## src/hw/rtl/tcc_pkg.sv

```systemverilog
package tcc_pkg;

  // field widths
  localparam int unsigned POS_W      = 12;
  localparam int unsigned SUM_W      = POS_W + 2;
  localparam int unsigned COLOR_W    = 24;
  localparam int unsigned CFG_IDX_W  = 3;
  localparam int unsigned CFG_DATA_W = 24;
  localparam int unsigned SCALE_MAX  = 15;
  localparam int unsigned SPACE_MAX  = 15;

  // configuration register indexes
  typedef enum logic [CFG_IDX_W-1:0] {
    REG_WIDTH   = 3'd0,
    REG_HEIGHT  = 3'd1,
    REG_SCALE   = 3'd2,
    REG_SPACING = 3'd3,
    REG_BG      = 3'd4
  } cfg_reg_t;

  // register reset values
  localparam logic [POS_W-1:0]   WIDTH_RESET   = 12'd1024;
  localparam logic [POS_W-1:0]   HEIGHT_RESET  = 12'd768;
  localparam logic [3:0]         SCALE_RESET   = 4'd2;
  localparam logic [3:0]         SPACING_RESET = 4'd1;
  localparam logic [COLOR_W-1:0] BG_RESET      = 24'h000000;
  localparam logic [COLOR_W-1:0] TEXT_RESET    = 24'hFFFFFF;

  // draw command codes
  typedef enum logic [1:0] {
    CMD_DRAW   = 2'd0,
    CMD_CLEAR  = 2'd1,
    CMD_SCROLL = 2'd2,
    CMD_FILL   = 2'd3
  } cmd_code_t;

  // byte codes
  localparam logic [7:0] CHAR_NUL    = 8'd0;
  localparam logic [7:0] COLOR_FIRST = 8'd1;
  localparam logic [7:0] COLOR_LAST  = 8'd9;
  localparam logic [7:0] CHAR_LF     = 8'd10;
  localparam logic [7:0] CHAR_CR     = 8'd13;
  localparam logic [7:0] CHAR_BS     = 8'd127;

  // white, black, red, green, blue, yellow, cyan, magenta, gray
  localparam logic [COLOR_W-1:0] PALETTE [9] = '{
    24'hFFFFFF, 24'h000000, 24'hFF0000, 24'h00FF00, 24'h0000FF,
    24'hFFFF00, 24'h00FFFF, 24'hFF00FF, 24'h808080
  };

  // controller to datapath
  typedef struct packed {
    logic capture;
    logic exec;
    logic div_start;
    logic bs_emit;
    logic scroll_emit;
  } tcc_cmd_t;

  // datapath to controller
  typedef struct packed {
    logic need_out;
    logic need_div;
    logic need_scroll;
    logic out_free;
    logic div_busy;
  } tcc_status_t;

endpackage

```

## src/hw/rtl/tcc_if.sv

```systemverilog
interface tcc_in_if;
  logic       valid;
  logic       ready;
  logic       mode;
  logic [7:0] text_byte;

  modport source (output valid, mode, text_byte, input ready);
  modport sink (input valid, mode, text_byte, output ready);
endinterface

interface tcc_out_if;
  logic        valid;
  logic        ready;
  logic [1:0]  command;
  logic [11:0] pos_x;
  logic [11:0] pos_y;
  logic [7:0]  glyph_code;
  logic [23:0] color;
  logic [11:0] scroll_amount;
  logic        last_of_run;

  modport source (output valid, command, pos_x, pos_y, glyph_code, color, scroll_amount,
                  last_of_run, input ready);
  modport sink (input valid, command, pos_x, pos_y, glyph_code, color, scroll_amount,
                last_of_run, output ready);
endinterface

```

## src/hw/rtl/tcc_rem.sv

```systemverilog
module tcc_rem #(
  parameter int unsigned NUM_W = 12,
  parameter int unsigned DEN_W = 8
) (
  input  logic             clk,
  input  logic             rst,
  input  logic             start,
  input  logic [NUM_W-1:0] num,
  input  logic [DEN_W-1:0] den,
  output logic             busy,
  output logic [DEN_W-1:0] rem
);

  localparam int unsigned CNT_W = $clog2(NUM_W + 1);

  logic [NUM_W-1:0] num_sh;
  logic [DEN_W-1:0] den_q;
  logic [CNT_W-1:0] count;
  logic [DEN_W:0]   trial;
  logic [DEN_W:0]   diff;

  // one restoring step: bring down next dividend bit, subtract if it fits
  assign trial = {rem, num_sh[NUM_W-1]};
  assign diff  = trial - {1'b0, den_q};

  // step counter
  always_ff @(posedge clk) begin
    if (rst) begin
      busy  <= 1'b0;
      count <= '0;
    end else if (start) begin
      busy  <= 1'b1;
      count <= CNT_W'(NUM_W);
    end else if (busy) begin
      count <= count - 1'b1;
      if (count == CNT_W'(1)) begin
        busy <= 1'b0;
      end
    end
  end

  // partial remainder and shifted dividend
  always_ff @(posedge clk) begin
    if (start) begin
      num_sh <= num;
      den_q  <= den;
      rem    <= '0;
    end else if (busy) begin
      num_sh <= num_sh << 1;
      rem    <= diff[DEN_W] ? trial[DEN_W-1:0] : diff[DEN_W-1:0];
    end
  end

`ifndef SYNTHESIS
  // finished remainder is below the divisor
  a_rem_range: assert property (@(posedge clk) disable iff (rst)
    $fell(busy) |-> (rem < den_q))
    else $error("remainder not below divisor");
`endif

endmodule

```

## src/hw/rtl/tcc_ctrl.sv

```systemverilog
module tcc_ctrl import tcc_pkg::*; (
  input  logic        clk,
  input  logic        rst,
  input  logic        in_valid,
  output logic        in_ready,
  input  tcc_status_t st,
  output tcc_cmd_t    cmd
);

  typedef enum logic [2:0] {
    S_IDLE,
    S_EXEC,
    S_DIV,
    S_BS_EMIT,
    S_SCROLL
  } state_t;

  state_t state_q;
  state_t state_next;

  // next state and commands
  always_comb begin
    cmd        = '0;
    state_next = state_q;
    in_ready   = (state_q == S_IDLE);
    case (state_q)
      S_IDLE: begin
        if (in_valid) begin
          cmd.capture = 1'b1;
          state_next  = S_EXEC;
        end
      end
      S_EXEC: begin
        if (st.need_div) begin
          cmd.div_start = 1'b1;
          state_next    = S_DIV;
        end else if (!st.need_out || st.out_free) begin
          cmd.exec   = 1'b1;
          state_next = st.need_scroll ? S_SCROLL : S_IDLE;
        end
      end
      S_DIV: begin
        if (!st.div_busy) begin
          state_next = S_BS_EMIT;
        end
      end
      S_BS_EMIT: begin
        if (st.out_free) begin
          cmd.bs_emit = 1'b1;
          state_next  = S_IDLE;
        end
      end
      S_SCROLL: begin
        if (st.out_free) begin
          cmd.scroll_emit = 1'b1;
          state_next      = S_IDLE;
        end
      end
      default: begin
        state_next = S_IDLE;
      end
    endcase
  end

  // state register
  always_ff @(posedge clk) begin
    if (rst) begin
      state_q <= S_IDLE;
    end else begin
      state_q <= state_next;
    end
  end

`ifndef SYNTHESIS
  // a result is only committed when the output slot can take it
  a_emit_free: assert property (@(posedge clk) disable iff (rst)
    (cmd.bs_emit || cmd.scroll_emit || (cmd.exec && st.need_out)) |-> st.out_free)
    else $error("result committed while output slot full");

  // remainder unit is running right after it was started
  a_div_run: assert property (@(posedge clk) disable iff (rst)
    cmd.div_start |=> (st.div_busy && state_q == S_DIV))
    else $error("remainder unit did not start");
`endif

endmodule

```

## src/hw/rtl/tcc_dp.sv

```systemverilog
module tcc_dp import tcc_pkg::*; #(
  parameter int unsigned FONT_WIDTH  = 8,
  parameter int unsigned FONT_HEIGHT = 16
) (
  input  logic                  clk,
  input  logic                  rst,
  input  tcc_cmd_t              cmd,
  output tcc_status_t           st,
  input  logic                  cfg_we,
  input  logic [CFG_IDX_W-1:0]  cfg_index,
  input  logic [CFG_DATA_W-1:0] cfg_data,
  input  logic                  in_mode,
  input  logic [7:0]            in_byte,
  tcc_out_if.source             out_ch
);

  localparam int unsigned GW_W = $clog2(FONT_WIDTH * SCALE_MAX + 1);
  localparam int unsigned SX_W = $clog2(FONT_WIDTH * SCALE_MAX + SPACE_MAX + 1);
  localparam int unsigned GH_W = $clog2(FONT_HEIGHT * SCALE_MAX + 1);
  localparam int unsigned SY_W = $clog2(FONT_HEIGHT * SCALE_MAX + 2);

  typedef enum logic [2:0] {
    K_FILL,
    K_IGNORE,
    K_COLOR,
    K_CR,
    K_LF,
    K_BS,
    K_DRAW
  } kind_t;

  // configuration registers
  logic [POS_W-1:0]   width_q;
  logic [POS_W-1:0]   height_q;
  logic [3:0]         scale_q;
  logic [3:0]         spacing_q;
  logic [COLOR_W-1:0] bg_q;

  // geometry
  logic [3:0]         scale_eff;
  logic [GW_W-1:0]    gw_next;
  logic [GH_W-1:0]    gh_next;
  logic [SX_W-1:0]    sx_next;
  logic [SY_W-1:0]    sy_next;
  logic [SX_W-1:0]    sx_q;
  logic [SY_W-1:0]    sy_q;
  logic [SUM_W-1:0]   x_reach_q;
  logic [SUM_W-1:0]   y_reach_q;

  // cursor and item
  logic [POS_W-1:0]   x_q;
  logic [POS_W-1:0]   y_q;
  logic [COLOR_W-1:0] color_q;
  logic [POS_W-1:0]   x_next;
  logic [POS_W-1:0]   y_next;
  logic [COLOR_W-1:0] color_next;
  logic               mode_q;
  logic [7:0]         byte_q;
  kind_t              kind;

  // decisions
  logic [SUM_W-1:0]   x_adv;
  logic [SUM_W-1:0]   y_adv;
  logic               draw_wrap;
  logic               y_over;
  logic               bs_step;
  logic               bs_up;
  logic               div_busy;
  logic [SX_W-1:0]    rem;
  logic [POS_W-1:0]   bs_wrap_x;

  // result select
  logic               load;
  cmd_code_t          res_cmd;
  logic [POS_W-1:0]   res_x;
  logic [POS_W-1:0]   res_y;
  logic [7:0]         res_glyph;
  logic [COLOR_W-1:0] res_color;
  logic [POS_W-1:0]   res_amount;
  logic               res_last;

  // output register
  logic               out_valid;
  cmd_code_t          out_cmd;
  logic [POS_W-1:0]   out_x;
  logic [POS_W-1:0]   out_y;
  logic [7:0]         out_glyph;
  logic [COLOR_W-1:0] out_color;
  logic [POS_W-1:0]   out_amount;
  logic               out_last;

  // configuration writes
  always_ff @(posedge clk) begin
    if (rst) begin
      width_q   <= WIDTH_RESET;
      height_q  <= HEIGHT_RESET;
      scale_q   <= SCALE_RESET;
      spacing_q <= SPACING_RESET;
      bg_q      <= BG_RESET;
    end else if (cfg_we) begin
      case (cfg_reg_t'(cfg_index))
        REG_WIDTH:   width_q   <= cfg_data[POS_W-1:0];
        REG_HEIGHT:  height_q  <= cfg_data[POS_W-1:0];
        REG_SCALE:   scale_q   <= cfg_data[3:0];
        REG_SPACING: spacing_q <= cfg_data[3:0];
        REG_BG:      bg_q      <= cfg_data[COLOR_W-1:0];
        default: begin
        end
      endcase
    end
  end

  // glyph and step sizes, a zero scale acts as one
  always_comb begin
    scale_eff = (scale_q == 4'd0) ? 4'd1 : scale_q;
    gw_next   = GW_W'(FONT_WIDTH) * GW_W'(scale_eff);
    gh_next   = GH_W'(FONT_HEIGHT) * GH_W'(scale_eff);
    sx_next   = SX_W'(gw_next) + SX_W'(spacing_q);
    sy_next   = SY_W'(gh_next) + SY_W'(1);
  end

  always_ff @(posedge clk) begin
    sx_q      <= sx_next;
    sy_q      <= sy_next;
    x_reach_q <= SUM_W'(sx_next) + SUM_W'(gw_next);
    y_reach_q <= SUM_W'(sy_next) + SUM_W'(gh_next);
  end

  // item capture
  always_ff @(posedge clk) begin
    if (cmd.capture) begin
      mode_q <= in_mode;
      byte_q <= in_byte;
    end
  end

  // byte decode
  always_comb begin
    if (mode_q) begin
      kind = K_FILL;
    end else begin
      case (byte_q) inside
        CHAR_NUL:                  kind = K_IGNORE;
        [COLOR_FIRST:COLOR_LAST]:  kind = K_COLOR;
        CHAR_CR:                   kind = K_CR;
        CHAR_LF:                   kind = K_LF;
        CHAR_BS:                   kind = K_BS;
        default:                   kind = K_DRAW;
      endcase
    end
  end

  // cursor tests
  always_comb begin
    x_adv     = SUM_W'(x_q) + SUM_W'(sx_q);
    y_adv     = SUM_W'(y_q) + SUM_W'(sy_q);
    draw_wrap = (SUM_W'(x_q) + x_reach_q) > SUM_W'(width_q);
    y_over    = (SUM_W'(y_q) + y_reach_q) > SUM_W'(height_q);
    bs_step   = SUM_W'(x_q) >= SUM_W'(sx_q);
    bs_up     = SUM_W'(y_q) >= SUM_W'(sy_q);
  end

  // width mod step for backspace onto the previous line
  tcc_rem #(
    .NUM_W (POS_W),
    .DEN_W (SX_W)
  ) u_rem (
    .clk   (clk),
    .rst   (rst),
    .start (cmd.div_start),
    .num   (width_q),
    .den   (sx_q),
    .busy  (div_busy),
    .rem   (rem)
  );

  // last full column: width minus remainder minus one step, or zero
  assign bs_wrap_x = (width_q >= POS_W'(sx_q)) ?
                     (width_q - POS_W'(rem) - POS_W'(sx_q)) : '0;

  // status
  always_comb begin
    st.need_out    = (kind == K_FILL) || (kind == K_BS) || (kind == K_DRAW) ||
                     ((kind == K_LF) && y_over);
    st.need_div    = (kind == K_BS) && !bs_step && bs_up;
    st.need_scroll = (kind == K_DRAW) && draw_wrap && y_over;
    st.out_free    = !out_valid || out_ch.ready;
    st.div_busy    = div_busy;
  end

  // result and next cursor
  always_comb begin
    load       = 1'b0;
    res_cmd    = CMD_DRAW;
    res_x      = '0;
    res_y      = '0;
    res_glyph  = '0;
    res_color  = bg_q;
    res_amount = '0;
    res_last   = 1'b1;
    x_next     = x_q;
    y_next     = y_q;
    color_next = color_q;
    if (cmd.bs_emit) begin
      load    = 1'b1;
      res_cmd = CMD_CLEAR;
      x_next  = bs_wrap_x;
      y_next  = y_q - POS_W'(sy_q);
      res_x   = x_next;
      res_y   = y_next;
    end else if (cmd.scroll_emit) begin
      load       = 1'b1;
      res_cmd    = CMD_SCROLL;
      res_amount = POS_W'(sy_q);
    end else if (cmd.exec) begin
      case (kind)
        K_FILL: begin
          load    = 1'b1;
          res_cmd = CMD_FILL;
          x_next  = '0;
          y_next  = '0;
        end
        K_COLOR: begin
          color_next = PALETTE[byte_q[3:0] - 4'd1];
        end
        K_CR: begin
          x_next = '0;
        end
        K_LF: begin
          x_next = '0;
          if (y_over) begin
            load       = 1'b1;
            res_cmd    = CMD_SCROLL;
            res_amount = POS_W'(sy_q);
          end else begin
            y_next = y_adv[POS_W-1:0];
          end
        end
        K_BS: begin
          load    = 1'b1;
          res_cmd = CMD_CLEAR;
          if (bs_step) begin
            x_next = x_q - POS_W'(sx_q);
          end else begin
            x_next = '0;
            y_next = '0;
          end
          res_x = x_next;
          res_y = y_next;
        end
        K_DRAW: begin
          load      = 1'b1;
          res_cmd   = CMD_DRAW;
          res_x     = x_q;
          res_y     = y_q;
          res_glyph = byte_q;
          res_color = color_q;
          res_last  = !(draw_wrap && y_over);
          if (draw_wrap) begin
            x_next = '0;
            if (!y_over) begin
              y_next = y_adv[POS_W-1:0];
            end
          end else begin
            x_next = x_adv[POS_W-1:0];
          end
        end
        default: begin
        end
      endcase
    end
  end

  // cursor state
  always_ff @(posedge clk) begin
    if (rst) begin
      x_q     <= '0;
      y_q     <= '0;
      color_q <= TEXT_RESET;
    end else begin
      x_q     <= x_next;
      y_q     <= y_next;
      color_q <= color_next;
    end
  end

  // output register valid
  always_ff @(posedge clk) begin
    if (rst) begin
      out_valid <= 1'b0;
    end else if (load) begin
      out_valid <= 1'b1;
    end else if (out_ch.ready) begin
      out_valid <= 1'b0;
    end
  end

  // output register payload
  always_ff @(posedge clk) begin
    if (load) begin
      out_cmd    <= res_cmd;
      out_x      <= res_x;
      out_y      <= res_y;
      out_glyph  <= res_glyph;
      out_color  <= res_color;
      out_amount <= res_amount;
      out_last   <= res_last;
    end
  end

  assign out_ch.valid         = out_valid;
  assign out_ch.command       = out_cmd;
  assign out_ch.pos_x         = out_x;
  assign out_ch.pos_y         = out_y;
  assign out_ch.glyph_code    = out_glyph;
  assign out_ch.color         = out_color;
  assign out_ch.scroll_amount = out_amount;
  assign out_ch.last_of_run   = out_last;

`ifndef SYNTHESIS
  // clearing the screen homes the cursor
  a_fill_home: assert property (@(posedge clk) disable iff (rst)
    (cmd.exec && kind == K_FILL) |=> (x_q == '0 && y_q == '0))
    else $error("cursor not homed after fill");

  // only a draw can be followed by a further result of the same request
  a_last_draw: assert property (@(posedge clk) disable iff (rst)
    (out_valid && !out_last) |-> (out_cmd == CMD_DRAW))
    else $error("non-final result that is not a draw");
`endif

endmodule

```

## src/hw/rtl/text_console_cursor_engine.sv

```systemverilog
// Text console cursor engine: turns text requests into framebuffer draw commands.
// Input channel in_ch carries mode and text_byte; a request is taken on a clock
// edge with valid and ready high. Output channel out_ch carries one draw command
// per transfer; a request yields zero, one or two commands, the final one marked
// by last_of_run. Registers are to be written through cfg_we/cfg_index/cfg_data
// only while the block is idle, which the block does not enforce: 0 width,
// 1 height, 2 glyph scale, 3 char spacing, 4 background color; other indexes
// are ignored. A request is captured into a register, then decoded and executed
// in the execute state, which waits while the output register is full; its first
// command is then loaded into the output register. A draw that wraps and scrolls
// also passes a scroll state; a backspace that steps onto the previous line waits
// for the 12-step width-mod-step remainder unit that finds the last column.
// An output register sits between the engine and the receiver, so the next
// request is taken while a finished command still waits. When the receiver
// stalls, the engine holds its next command in the execute stage until the
// register frees up. Reset (synchronous, active high) restores the register
// defaults, homes the cursor, sets the text color to white and empties the
// output register.
module text_console_cursor_engine import tcc_pkg::*; #(
  parameter int unsigned FONT_WIDTH  = 8,
  parameter int unsigned FONT_HEIGHT = 16
) (
  input  logic                  clk,
  input  logic                  rst,
  input  logic                  cfg_we,
  input  logic [CFG_IDX_W-1:0]  cfg_index,
  input  logic [CFG_DATA_W-1:0] cfg_data,
  tcc_in_if.sink                in_ch,
  tcc_out_if.source             out_ch
);

  tcc_cmd_t    cmd;
  tcc_status_t st;

  // sequencer
  tcc_ctrl u_ctrl (
    .clk      (clk),
    .rst      (rst),
    .in_valid (in_ch.valid),
    .in_ready (in_ch.ready),
    .st       (st),
    .cmd      (cmd)
  );

  // cursor, geometry and output register
  tcc_dp #(
    .FONT_WIDTH  (FONT_WIDTH),
    .FONT_HEIGHT (FONT_HEIGHT)
  ) u_dp (
    .clk       (clk),
    .rst       (rst),
    .cmd       (cmd),
    .st        (st),
    .cfg_we    (cfg_we),
    .cfg_index (cfg_index),
    .cfg_data  (cfg_data),
    .in_mode   (in_ch.mode),
    .in_byte   (in_ch.text_byte),
    .out_ch    (out_ch)
  );

endmodule
```

## src/flat_wrapper.sv

```systemverilog
// flat-port wrapper written by rule: the top's interface ports become plain ports
module text_console_cursor_engine_flat import tcc_pkg::*;
#(
  parameter int unsigned FONT_WIDTH  = 8,
  parameter int unsigned FONT_HEIGHT = 16
)
  (clk, rst, cfg_we, cfg_index, cfg_data, in_ch_valid, in_ch_mode, in_ch_text_byte, in_ch_ready, out_ch_valid, out_ch_command, out_ch_pos_x, out_ch_pos_y, out_ch_glyph_code, out_ch_color, out_ch_scroll_amount, out_ch_last_of_run, out_ch_ready);
  tcc_in_if in_ch_i ();
  tcc_out_if out_ch_i ();
  input  logic clk;
  input  logic rst;
  input  logic cfg_we;
  input  logic [CFG_IDX_W-1:0] cfg_index;
  input  logic [CFG_DATA_W-1:0] cfg_data;
  input wire logic [$bits(in_ch_i.valid)-1:0] in_ch_valid;
  input wire logic [$bits(in_ch_i.mode)-1:0] in_ch_mode;
  input wire logic [$bits(in_ch_i.text_byte)-1:0] in_ch_text_byte;
  output wire logic [$bits(in_ch_i.ready)-1:0] in_ch_ready;
  output wire logic [$bits(out_ch_i.valid)-1:0] out_ch_valid;
  output wire logic [$bits(out_ch_i.command)-1:0] out_ch_command;
  output wire logic [$bits(out_ch_i.pos_x)-1:0] out_ch_pos_x;
  output wire logic [$bits(out_ch_i.pos_y)-1:0] out_ch_pos_y;
  output wire logic [$bits(out_ch_i.glyph_code)-1:0] out_ch_glyph_code;
  output wire logic [$bits(out_ch_i.color)-1:0] out_ch_color;
  output wire logic [$bits(out_ch_i.scroll_amount)-1:0] out_ch_scroll_amount;
  output wire logic [$bits(out_ch_i.last_of_run)-1:0] out_ch_last_of_run;
  input wire logic [$bits(out_ch_i.ready)-1:0] out_ch_ready;
  assign in_ch_i.valid = in_ch_valid;
  assign in_ch_i.mode = in_ch_mode;
  assign in_ch_i.text_byte = in_ch_text_byte;
  assign in_ch_ready = in_ch_i.ready;
  assign out_ch_valid = out_ch_i.valid;
  assign out_ch_command = out_ch_i.command;
  assign out_ch_pos_x = out_ch_i.pos_x;
  assign out_ch_pos_y = out_ch_i.pos_y;
  assign out_ch_glyph_code = out_ch_i.glyph_code;
  assign out_ch_color = out_ch_i.color;
  assign out_ch_scroll_amount = out_ch_i.scroll_amount;
  assign out_ch_last_of_run = out_ch_i.last_of_run;
  assign out_ch_i.ready = out_ch_ready;
  text_console_cursor_engine #(.FONT_WIDTH(FONT_WIDTH), .FONT_HEIGHT(FONT_HEIGHT)) u_core (.clk(clk), .rst(rst), .cfg_we(cfg_we), .cfg_index(cfg_index), .cfg_data(cfg_data), .in_ch(in_ch_i), .out_ch(out_ch_i));
endmodule
```

## config.mk

```make
export PLATFORM = sky130hd
export DESIGN_NAME = text_console_cursor_engine_flat
export DESIGN_NICKNAME = d
export VERILOG_FILES = /design/src/hw/rtl/tcc_pkg.sv /design/src/hw/rtl/tcc_if.sv /design/src/hw/rtl/tcc_rem.sv /design/src/hw/rtl/tcc_ctrl.sv /design/src/hw/rtl/tcc_dp.sv /design/src/hw/rtl/text_console_cursor_engine.sv /design/src/flat_wrapper.sv
export SDC_FILE = /design/constraint.sdc
export NUM_CORES = 1
export LEC_CHECK = 0
export ABC_AREA = 1
export BUFFER_PORTS_ARGS = -buffer_cell sky130_fd_sc_hd__buf_2
export CAP_MARGIN = 10
export CORE_ASPECT_RATIO = 0.7
export CORE_MARGIN = 3
export CORE_UTILIZATION = 50
export DETAILED_ROUTE_END_ITERATION = 7
export GPL_ROUTABILITY_DRIVEN = 1
export PLACE_DENSITY = 0.69
export SLEW_MARGIN = 20
export SYNTH_ARGS = -nofsm -noshare
export SYNTH_HDL_FRONTEND = slang
export SYNTH_SLANG_ARGS = --single-unit
```

## constraint.sdc

```tcl
create_clock -name clk -period 6.9 [get_ports clk]
set_input_delay 0.69 -clock clk [delete_from_list [all_inputs] [get_ports clk]]
set_output_delay 0.69 -clock clk [all_outputs]
set_load 0.03 [all_outputs]
```

==> impl_metrics.json <==
{
  "status": "complete, no violations",
  "yosysTopAreaCell": "edfxtp_1",
  "slowest_stage": "nand2_1",
  "grt_util_all_layers_pct": 26.2,
  "r2r_cells": 23,
  "leakagePower_nw": 6.94,
  "clock-sinks": 214,
  "cts_hold_buf": 0,
  "synth_edf_count": 93,
  "area_growth_pct": 11.2,
  "worstSetupPathType": "reg2reg",
  "post_cts_buffers": 0,
  "pre_cts_ws_ns": 2.15,
  "ir_worst_vdd_uv": 201,
  "yosysTopAreaCellShare_pct": 21.2,
  "worstMarginPinSlew_ns": 1.06,
  "ys_seq_elements": 214,
  "place_hpwl_um": 27700,
  "slew_violations": 0,
  "die-width_um": 200,
  "vias_per_cell": 5.50,
  "ys.flop_type": "dfxtp_1",
  "floorplan.initialDensity_pct": 51.0,
  "antenna_found_initial": 5,
  "grt-ovfl-total": 0,
  "synthTopCellsByArea": "edfxtp_1 (21%), dfxtp_1 (18%), nand2_1 (9.9%), ha_1 (9.6%), inv_1 (5.7%)",
  "vias": 11900,
  "finalCriticalPeriod_ns": 4.91,
  "synth_area_per_cell_um2": 7.71,
  "wl_per_cell_um": 17.3,
  "finish.instance_area_um2": 14600,
  "core_area_um2": 25800,
  "fin_util_pct": 56.7,
  "portBuffers": 106,
  "clk-insertion-delay-late_ns": 0.54,
  "cts_tree": "yes",
  "async_reset_ff_share_pct": 0,
  "total_power_mw": 4.11,
  "path_clk_slew_ns": 0.06,
  "finalNonFillerCells": 2156,
  "maxCapViolCount": 0,
  "drive_above_1_share_pct": 10.6,
  "crit_path_start": "u_core.u_dp.x_reach_q[2]",
  "ctsResizeCount": 0,
  "syn_area_um2": 13200,
  "seq_area_frac_synth_pct": 39.6,
  "final_antenna_net_count": 0,
  "p_per_area_nw_per_um2": 281,
  "worstPathMaxFanout": 23,
  "grt_pass1_wl_um": 58500,
  "htree_levels": 1,
  "hold_viol": 0,
  "finalNetCount": 1935,
  "max-slew-margin-rel_pct": 28.9,
  "r2r-end": "u_core.u_dp.y_q[0]",
  "rsz0062_at_grt": "false",
  "drc_errors": 0,
  "dpl_cell_area_um2": 13900,
  "worstHoldPathType": "in2reg",
  "synthCells": 1707,
  "num_rows": 49,
  "gp_congestion": 0.944,
  "fmax_ghz": 0.204,
  "r2r_setup_slack_ns": 1.99,
  "crit_chain": "inv_1, ha_1, inv_1, a21oi_1, nand2_1, inv_1, o221ai_1, a21oi_1, nor2_1, nor2_1, nor2_1, xor2_1, ha_1, nand3_1, or4_1, nand2_1, nand3_1, nand2_1, nand2_1, nand2_1, nand2_1, nand2_1, nor2_1",
  "fin_hold_ws_ns": 0.329,
  "dr.pass1.iters": 7,
  "dieArea_um2": 28400,
  "start_kind": "register",
  "slowest_delay_ns": 0.49,
  "finalSetupTns_ns": 0,
  "cp-endpoint": "u_core.u_dp.y_q[0]",
  "clock-root-buffer": "clkbuf_16",
  "finalSetupViolations": 0,
  "grt_pass1_vias": 10500,
  "ys_warn_count": 0,
  "drtIter0Drc": 1087,
  "fin_ws_ns": 1.99,
  "rr_startpoint": "u_core.u_dp.x_reach_q[2]",
  "dp_cells": 2115,
  "fillers": 2432,
  "die_h_um": 142,
  "crit_path_end_kind": "register",
  "grt_max_degree": 90,
  "cp_common_cell": "nand2_1",
  "clockBufferDepth": 3,
  "synth.distinct_cells": 52,
  "io_pins": 114,
  "critPathRequiredTime_ns": 7.33,
  "cp.arrival_ns": 5.34,
  "final.setup_skew_ns": 0.00972,
  "cts_buffers": 22,
  "drt_wl_total_um": 37300,
  "fin_crit_sh_pct": 71.2
}
[kinds of logic (layout without fill, tap and decap cells)]
family,after synthesis,in the layout,share of synthesized area (%)
adder cells (fa/ha/maj),112,112,11.3
XOR/XNOR,49,49,3.26
buffers and inverters,282,367,8.80
AO/OA/AOI/OAI,322,322,13.4
flip-flops,214,214,39.6
other,1,8,0.0285
AND/OR/NAND/NOR,727,727,23.6
[sequential cells by signal (all words and copies together), names as in the netlist, 5 cells and up]
name                              flops
u_core.u_dp.y_q                      12
u_core.u_dp.out_ch.pos_y             12
u_core.u_dp.out_ch.pos_x             12
u_core.u_dp.u_rem.num_sh             12
u_core.u_dp.bg_q                     24
u_core.u_dp.color_q                   6
u_core.u_dp.x_reach_q                 9
u_core.u_dp.width_q                  12
u_core.u_dp.u_rem.den_q               8
u_core.u_dp.x_q                      12
u_core.u_dp.out_ch.scroll_amount      5
u_core.u_dp.height_q                 12
u_core.u_dp.byte_q                    8
u_core.u_dp.sx_q                      5
u_core.u_dp.u_rem.rem                 8
u_core.u_dp.out_ch.glyph_code         8
u_core.u_dp.out_ch.color             24
[cell type report]
type | instances | area [um2] | area share, %
multi-input cells | 1217 | 6840 | 46.7
flip-flops and latches | 214 | 5220 | 35.6
inverters | 212 | 797 | 5.44
clock buffers | 27 | 601 | 4.10
repair buffers | 115 | 598 | 4.09
well taps | 357 | 447 | 3.05
clock inverters | 13 | 138 | 0.940
diodes | 1 | 2.50 | 0.0171
[cell usage after synthesis, types with 2 or more instances]
library cell,count
nand2_1,349
inv_1,200
nor2_1,188
a21oi_1,131
o21ai_0,123
dfxtp_1,121
nand3_1,107
ha_1,101
edfxtp_1,93
xor2_1,42
clkbuf_1,33
nor3_1,26
nand4_1,25
o211ai_1,19
buf_2,18
buf_4,12
fa_1,11
inv_2,11
a31oi_1,9
o21bai_1,8
or2_2,8
xnor2_1,7
nand2_2,5
o2111ai_1,5
o21a_1,5
o21ai_1,5
buf_6,4
nor2_4,4
a211oi_1,3
a21o_1,3
o31ai_1,3
a21boi_0,2
clkbuf_2,2
nand2_8,2
nand3_2,2
nor2_2,2
nor3_2,2
o221ai_1,2
[metal layers]
layer	routed length, um	share of wire [%]	global-route usage (%)	up-vias
met5	64	0.17	0	-
met4	603	1.6	4.70	10
met3	4060	11	9.28	50
met2	14000	37	34.1	493
met1	18600	50	41.5	5508
li1	-	-	-	5791
[placed cells by master, fill, tap and decap left out, drive strengths merged, types with 7 or more instances in the layout]
master	instances
o21ai	128
xor2	42
a21oi	132
dfxtp	121
conb	7
nand2	357
fa	11
clkinv	11
xnor2	7
o21bai	8
edfxtp	93
clkbuf	27
nor3	28
or2	9
o211ai	19
inv	211
buf	115
nand4	25
nand3	109
a31oi	9
nor2	194
ha	101
[worst max-delay path: cells and delay by family (launching register included)]
family / cells / cell delay [ns]
AND/OR/NAND/NOR: 14 / 2.60
XOR/XNOR: 1 / 0.15
buffers and inverters: 3 / 0.36
AO/OA/AOI/OAI: 3 / 0.54
flip-flops: 1 / 0.36
adder cells (fa/ha/maj): 2 / 0.78
[power breakdown]
group | internal (mW) | total, mW | switching (mW)
logic | 0.396 | 1.29 | 0.896
clock network | 0.700 | 1.23 | 0.528
registers | 1.48 | 1.59 | 0.103
total | 2.58 | 4.11 | 1.53
[worst min path at each step]
stage | to | start | cells past startpoint
3_5_place_dp | u_core.u_dp.x_reach_q[0] | u_core.u_dp.spacing_q[0] | 0
3_3_place_gp | u_core.u_dp.x_reach_q[0] | u_core.u_dp.spacing_q[0] | 0
6_report | u_core.u_dp.byte_q[1] | in_ch_text_byte[1] | 1
5_1_grt | u_core.u_dp.byte_q[4] | in_ch_text_byte[4] | 1
2_1_floorplan | u_core.u_dp.x_reach_q[1] | u_core.u_dp.spacing_q[1] | 0
4_1_cts | u_core.u_dp.byte_q[1] | in_ch_text_byte[1] | 1
Note: power is estimated with default switching activity, not from simulation.
